**config.mk**
```make
export PLATFORM = sky130hd
export DESIGN_NAME = swam_count
export DESIGN_NICKNAME = d
export VERILOG_FILES = /design/src/sv/swam_pkg.sv /design/src/sv/swam_count.sv
export SDC_FILE = /design/constraint.sdc
export NUM_CORES = 2
export LEC_CHECK = 0
export BUFFER_PORTS_ARGS = -buffer_cell sky130_fd_sc_hd__buf_2
export CORE_MARGIN = 5
export CORE_UTILIZATION = 30
export DETAILED_ROUTE_END_ITERATION = 10
export GPL_TIMING_DRIVEN = 0
export PLACE_DENSITY = 0.43
export SYNTH_ARGS = -nofsm -noshare
export SYNTH_HDL_FRONTEND = slang
export SYNTH_SLANG_ARGS = --single-unit
```
**constraint.sdc**
```tcl
create_clock -name clk -period 10.2 [get_ports clk]
set_clock_uncertainty 0.2 [all_clocks]
set_input_delay 0.51 -clock clk [delete_from_list [all_inputs] [get_ports clk]]
set_output_delay 0.51 -clock clk [all_outputs]
set_load 0.005 [all_outputs]
```
**src/sv/swam_pkg.sv**
```systemverilog
`timescale 1ns / 1ps

package swam_pkg;

  localparam int MAX_LEN  = 4096;
  localparam int ALPHABET = 26;

  localparam int LEN_W    = $clog2(MAX_LEN + 1);
  localparam int PTR_W    = $clog2(MAX_LEN);
  localparam int LETTER_W = 5;
  localparam int DIFF_W   = $clog2(ALPHABET + 1);

  typedef logic [LETTER_W-1:0] letter_t;
  typedef logic [LEN_W-1:0]    len_t;
  typedef logic [PTR_W-1:0]    ptr_t;
  typedef logic [DIFF_W-1:0]   diff_t;

  typedef enum logic [1:0] {
    OP_CLEAR   = 2'd0,
    OP_PATTERN = 2'd1,
    OP_TEXT    = 2'd2
  } op_t;

  // One decoded request on its way from the window control to the count stage.
  typedef struct packed {
    logic    clr;     // clear everything
    logic    pat;     // pattern letter taken into the pattern
    logic    txt;     // text letter entering the window
    logic    evict;   // the oldest window letter leaves
    logic    full;    // window is full after this request
    logic    ovf;     // pattern letter dropped
    letter_t letter;
    letter_t old;     // letter leaving the window
  } item_t;

endpackage

```
**src/sv/swam_count.sv**
```systemverilog
`timescale 1ns / 1ps

module swam_count (
  input  logic            clk,
  input  logic            rst_n,
  input  logic            adv,
  input  swam_pkg::item_t item_i,
  input  logic            item_valid_i,
  output logic            out_valid_o,
  output logic            match_o,
  output logic            found_o,
  output logic            ovf_o
);

  swam_pkg::len_t pc_r [swam_pkg::ALPHABET];
  swam_pkg::len_t pc_nxt [swam_pkg::ALPHABET];
  swam_pkg::len_t wc_r [swam_pkg::ALPHABET];
  swam_pkg::len_t wc_nxt [swam_pkg::ALPHABET];
  swam_pkg::diff_t distinct_r, distinct_nxt;
  swam_pkg::diff_t diff_r, diff_nxt;
  logic            found_r, found_nxt;
  logic            out_valid_r, match_r, ovf_r;
  logic            match_nxt;
  logic            update;

  assign update = adv && item_valid_i;

  always_comb begin
    logic           old_ok;
    logic           before1, after1, before2, after2;
    swam_pkg::len_t w1, wl, w2;
    swam_pkg::diff_t d1, d2;
    for (int k = 0; k < swam_pkg::ALPHABET; k++) begin
      pc_nxt[k] = pc_r[k];
      wc_nxt[k] = wc_r[k];
    end
    distinct_nxt = distinct_r;
    diff_nxt     = diff_r;
    found_nxt    = found_r;
    old_ok  = item_i.evict && (item_i.old < swam_pkg::LETTER_W'(swam_pkg::ALPHABET));
    before1 = 1'b0;
    after1  = 1'b0;
    before2 = 1'b0;
    after2  = 1'b0;
    w1      = '0;
    wl      = '0;
    w2      = '0;
    d1      = diff_r;
    d2      = diff_r;
    if (item_i.clr) begin
      for (int k = 0; k < swam_pkg::ALPHABET; k++) begin
        pc_nxt[k] = '0;
        wc_nxt[k] = '0;
      end
      distinct_nxt = '0;
      diff_nxt     = '0;
      found_nxt    = 1'b0;
    end else if (item_i.pat) begin
      pc_nxt[item_i.letter] = pc_r[item_i.letter] + 1'b1;
      for (int k = 0; k < swam_pkg::ALPHABET; k++) begin
        wc_nxt[k] = '0;
      end
      if (pc_r[item_i.letter] == '0) begin
        distinct_nxt = distinct_r + 1'b1;
      end
      // An empty window differs from the pattern in every letter it uses.
      diff_nxt  = distinct_nxt;
      found_nxt = 1'b0;
    end else if (item_i.txt) begin
      // The leaving letter is counted down first, then the new one up.
      if (old_ok) begin
        before1 = wc_r[item_i.old] == pc_r[item_i.old];
        w1      = (wc_r[item_i.old] != '0) ? wc_r[item_i.old] - 1'b1 : wc_r[item_i.old];
        after1  = w1 == pc_r[item_i.old];
        if (before1 && !after1) begin
          d1 = diff_r + 1'b1;
        end else if (!before1 && after1 && diff_r != '0) begin
          d1 = diff_r - 1'b1;
        end
        wc_nxt[item_i.old] = w1;
      end
      wl      = (old_ok && item_i.old == item_i.letter) ? w1 : wc_r[item_i.letter];
      before2 = wl == pc_r[item_i.letter];
      w2      = wl + 1'b1;
      after2  = w2 == pc_r[item_i.letter];
      d2      = d1;
      if (before2 && !after2) begin
        d2 = d1 + 1'b1;
      end else if (!before2 && after2 && d1 != '0) begin
        d2 = d1 - 1'b1;
      end
      wc_nxt[item_i.letter] = w2;
      diff_nxt = d2;
      if (item_i.full && d2 == '0) begin
        found_nxt = 1'b1;
      end
    end
    match_nxt = item_i.full && (diff_nxt == '0);
  end

  always_ff @(posedge clk) begin
    if (!rst_n) begin
      for (int k = 0; k < swam_pkg::ALPHABET; k++) begin
        pc_r[k] <= '0;
        wc_r[k] <= '0;
      end
      distinct_r  <= '0;
      diff_r      <= '0;
      found_r     <= 1'b0;
      out_valid_r <= 1'b0;
    end else begin
      if (update) begin
        for (int k = 0; k < swam_pkg::ALPHABET; k++) begin
          pc_r[k] <= pc_nxt[k];
          wc_r[k] <= wc_nxt[k];
        end
        distinct_r <= distinct_nxt;
        diff_r     <= diff_nxt;
        found_r    <= found_nxt;
      end
      if (adv) begin
        out_valid_r <= item_valid_i;
      end
    end
  end

  always_ff @(posedge clk) begin
    if (update) begin
      match_r <= match_nxt;
      ovf_r   <= item_i.ovf;
    end
  end

  assign out_valid_o = out_valid_r;
  assign match_o     = match_r;
  assign found_o     = found_r;
  assign ovf_o       = ovf_r;

endmodule

```
==> load_flow_metrics.sql <==
INSERT INTO impl_metrics (metric_group, metric, value, unit) VALUES
('status', 'status', 'finished, violations left', ''),
('status', 'violated_checks', 'capacitance limit, slew limit', ''),
('clock_network', 'cts-buffers-inserted', '88', ''),
('layout', 'synthToLayoutAreaGrowth', '12.6', '%'),
('floorplan', 'rows', '146', ''),
('yosys', 'synth_area_leader_cell', 'sky130_fd_sc_hd__edfxtp_1', ''),
('sta', 'fmax', '100', 'MHz'),
('worst_setup_path', 'crit_fanout', '10', ''),
('worst_setup_path', 'worstPathCellList', 'buf_2 -> buf_2 -> buf_2 -> buf_2 -> buf_2 -> clkbuf_1 -> mux2_2 -> o22ai_1 -> a221oi_1 -> buf_4 -> clkbuf_1 -> clkbuf_1 -> ha_1 -> nand2_1 -> nor4_1 -> nand2_1 -> nor3_1 -> nand3_1 -> xnor2_1 -> clkbuf_1 -> a211oi_1', ''),
('drt', 'vias', '45400', ''),
('pwr', 'power.density_cell_area', '165', 'mW/mm^2'),
('pwr', 'vdd_ir_drop_max', '111', 'uV'),
('sta', 'setup_total_negative_slack', '0', 'ps'),
('floorplan', 'die_h', '408', 'um'),
('layout', 'postLayoutCoreUtil', '0.339', ''),
('job', 'max_cap_violations', '9', ''),
('sta', 'setup_repair_after_global_routing_missed_its_margin', 'false', ''),
('hold_path', 'hp-class', 'input port to register', ''),
('floorplan', 'initial_core_util', '0.301', ''),
('drt', 'route.detailed.wl_per_inst', '40.1', 'um'),
('clock_network', 'cts-root-buf', 'sky130_fd_sc_hd__clkbuf_16', ''),
('sta', 'total_count_of_hold_check_failures_in_the_final_report', '0', ''),
('yosys', 'dominantRegCellSynth', 'sky130_fd_sc_hd__edfxtp_1', ''),
('sta', 'whs', '77.5', 'ps'),
('sta', 'setup_slack_after_layout', '212', 'ps'),
('layout', 'multi_input_gate_area_in_the_final_layout', '0.0246', 'sq mm'),
('sta', 'post-route-min-period', '9990', 'ps'),
('placement', 'gp_routability_congestion', '1.05', ''),
('sta', 'maxSlewHeadroom', '-0.0893', ''),
('placement', 'dpl_worst_slack', '-539', 'ps'),
('sta', 'timing.final.max_slew_violations', '68', ''),
('yosys', 'post-synth-top-area-fraction', '0.429', ''),
('yosys', 'postSynthCellCount', '4640', ''),
('clock_network', 'tritoncts_num_sinks', '690', ''),
('placement', 'io_buffers', '15', ''),
('layout', 'layout-drive-gt1-share', '0.126', ''),
('clock_network', 'cts_tree', 'built', ''),
('floorplan', 'core_region', '0.158', 'sq mm'),
('worst_setup_path', 'critPathKind', 'input port to register', ''),
('floorplan', 'die_w', '408', 'um'),
('yosys', 'ys_warn_count', '0', ''),
('sta', 'tightestPinTransition', '1630', 'ps'),
('yosys', 'post_synth_instance_area', '0.0475', 'sq mm'),
('drt', 'route.detailed.drc', '0', ''),
('clock_network', 'clock_network_latency_to_the_later_pin_of_the_worst_skew_pair', '720', 'ps'),
('grt', 'antenna_found_initial', '12', ''),
('layout', 'fillCellCount', '16200', ''),
('yosys', 'seq_area_frac_synth', '0.434', ''),
('yosys', 'mappedNetlistNets', '4670', ''),
('grt', 'first_global_vias', '41400', ''),
('clock_network', 'htree_levels', '3', ''),
('drt', 'viasPerCell', '6.55', ''),
('drt', 'drt_pre_antenna_iters', '6', ''),
('worst_setup_path', 'timing.critical_path.to_type', 'register', ''),
('yosys', 'synth.distinct_cells', '106', ''),
('yosys', 'ys_ff_latch', '690', ''),
('drt', 'wirelength', '278000', 'um'),
('grt', 'groute.usage.overall', '0.320', ''),
('worst_setup_path', 'cp_slowest_stage_delay', '1180', 'ps'),
('grt', 'grt_start_max_net_pins', '112', ''),
('clock_network', 'cts-resized-gates', '0', ''),
('worst_setup_path', 'start_kind', 'input port', ''),
('drt', 'drt-initial-drc-count', '7255', ''),
('sta', 'setup_violations', '0', ''),
('clock_network', 'cts.reportedPaths.clkPinSlew', '60', 'ps'),
('floorplan', 'ios', '24', ''),
('worst_setup_path', 'worst_ep_required', '10420', 'ps'),
('grt', 'wire_length_of_the_first_global_routing_pass', '370000', 'um'),
('clock_network', 'buffers_from_clock_root_to_sink_at_most', '3', ''),
('worst_setup_path', 'crit_arrival', '10210', 'ps'),
('yosys', 'count_of_flip_flops_with_a_built_in_enable_after_synthesis', '678', '');
-- layout make-up --
| type | instances | area share |
|---|---|---|
| tap | 2072 | 0.0485 |
| clock buffer | 108 | 0.0426 |
| timing repair buffer | 45 | 0.0107 |
| multi-input combinational | 3423 | 0.460 |
| clock inverter | 48 | 0.00741 |
| sequential | 690 | 0.385 |
| antenna | 13 | 0.000608 |
| inverter | 30 | 0.00229 |
| buffer | 496 | 0.0431 |
-- cell families (layout without fill, tap and decap cells) --
group	count (synthesis)	after routing	share of synthesized area
other cells	0	13	0
xor+xnor	77	77	0.0150
buf+inv	527	727	0.0507
fa+ha+maj	10	10	0.00263
compound gates	1352	1352	0.196
flops	690	690	0.434
mux	445	445	0.164
simple gates	1539	1539	0.138
-- layout by cell type (no fill, tap or decap), drive strengths merged, types with 8 or more instances in the layout --
master    n
clkbuf  503
ha       10
nor3b     9
diode    13
o31ai    10
a22oi    53
o21ai   191
mux2i   150
and2     15
dfxtp    12
mux4    258
or2      11
nand2   378
nor3     35
nand4    19
and3     18
nand3    59
nor4     24
or4       8
nand2b   17
or3      16
xor2     24
mux2     37
nor2    873
a21oi   211
a22o      8
o211ai  140
clkinv   43
inv      30
buf     142
a211oi  590
o22ai    46
edfxtp  678
and4     15
xnor2    52
nor2b    23
a221oi    8
-- worst paths after layout --
kind	from	end	slack, ps	cells past startpoint
worst max-delay path	item_i[5]	pc_r[17][12]	210	21
worst min-delay path	item_i[11]	match_o	80	4
worst max register to register	wc_r[12][1]	wc_r[14][10]	1560	22
worst min register to register	out_valid_o	out_valid_o	270	2
-- through the flow --
step | instance area [sq um] | power, uW | instances
finish | 53500 | 8810 | 6925
global route | 53500 | 8950 | 6912
CTS | 53500 | 8690 | 6913
detailed placement | 50800 | 5630 | 6754
global placement | 50200 | 5640 | 6727
floorplan | 47500 | 4620 | 4640
-- what timing repair did --
item,CTS,global route
endpoints found under the setup margin,0,20
hold buffers,3,0
setup buffers,0,0
endpoints found under the hold margin,3,0
-- power breakdown --
group | internal, uW | total (uW) | switching (uW)
logic | 588 | 2200 | 1610
registers | 3320 | 3520 | 192
clock network | 1670 | 3100 | 1430
total | 5580 | 8810 | 3230
-- layer usage --
metal,wire (um),track usage,vias to the layer above
met4,15800,0.157,8
met2,116000,0.461,3313
li1,-,-,18200
met3,34700,0.103,581
met1,111000,0.432,23200
met5,54,0,-
-- flip-flops by register name, indices dropped and copies added (netlist names) --
signal,flops
diff_r,5
distinct_r,5
found_o,1
match_o,1
out_valid_o,1
ovf_o,1
pc_r,338
wc_r,338
-- worst reg2reg max path: stages, from the launching register on --
cell and delay [ps]:
sky130_fd_sc_hd__edfxtp_1 440, sky130_fd_sc_hd__mux4_2 570, sky130_fd_sc_hd__o2bb2ai_1 160, sky130_fd_sc_hd__nand2_1 90, sky130_fd_sc_hd__nand4_1 620, sky130_fd_sc_hd__inv_1 380, sky130_fd_sc_hd__ha_1 200, sky130_fd_sc_hd__nand4_1 170
sky130_fd_sc_hd__nor4b_1 430, sky130_fd_sc_hd__nand4_1 130, sky130_fd_sc_hd__and2_1 190, sky130_fd_sc_hd__clkbuf_1 420, sky130_fd_sc_hd__nand2_1 190, sky130_fd_sc_hd__nand2_1 350, sky130_fd_sc_hd__inv_1 230, sky130_fd_sc_hd__ha_1 240
sky130_fd_sc_hd__o211a_1 200, sky130_fd_sc_hd__nand2_1 130, sky130_fd_sc_hd__nor4_2 510, sky130_fd_sc_hd__nor3b_1 430, sky130_fd_sc_hd__xor2_1 980, sky130_fd_sc_hd__clkbuf_1 870, sky130_fd_sc_hd__a211oi_1 190
(Power assumes the default switching activity.)
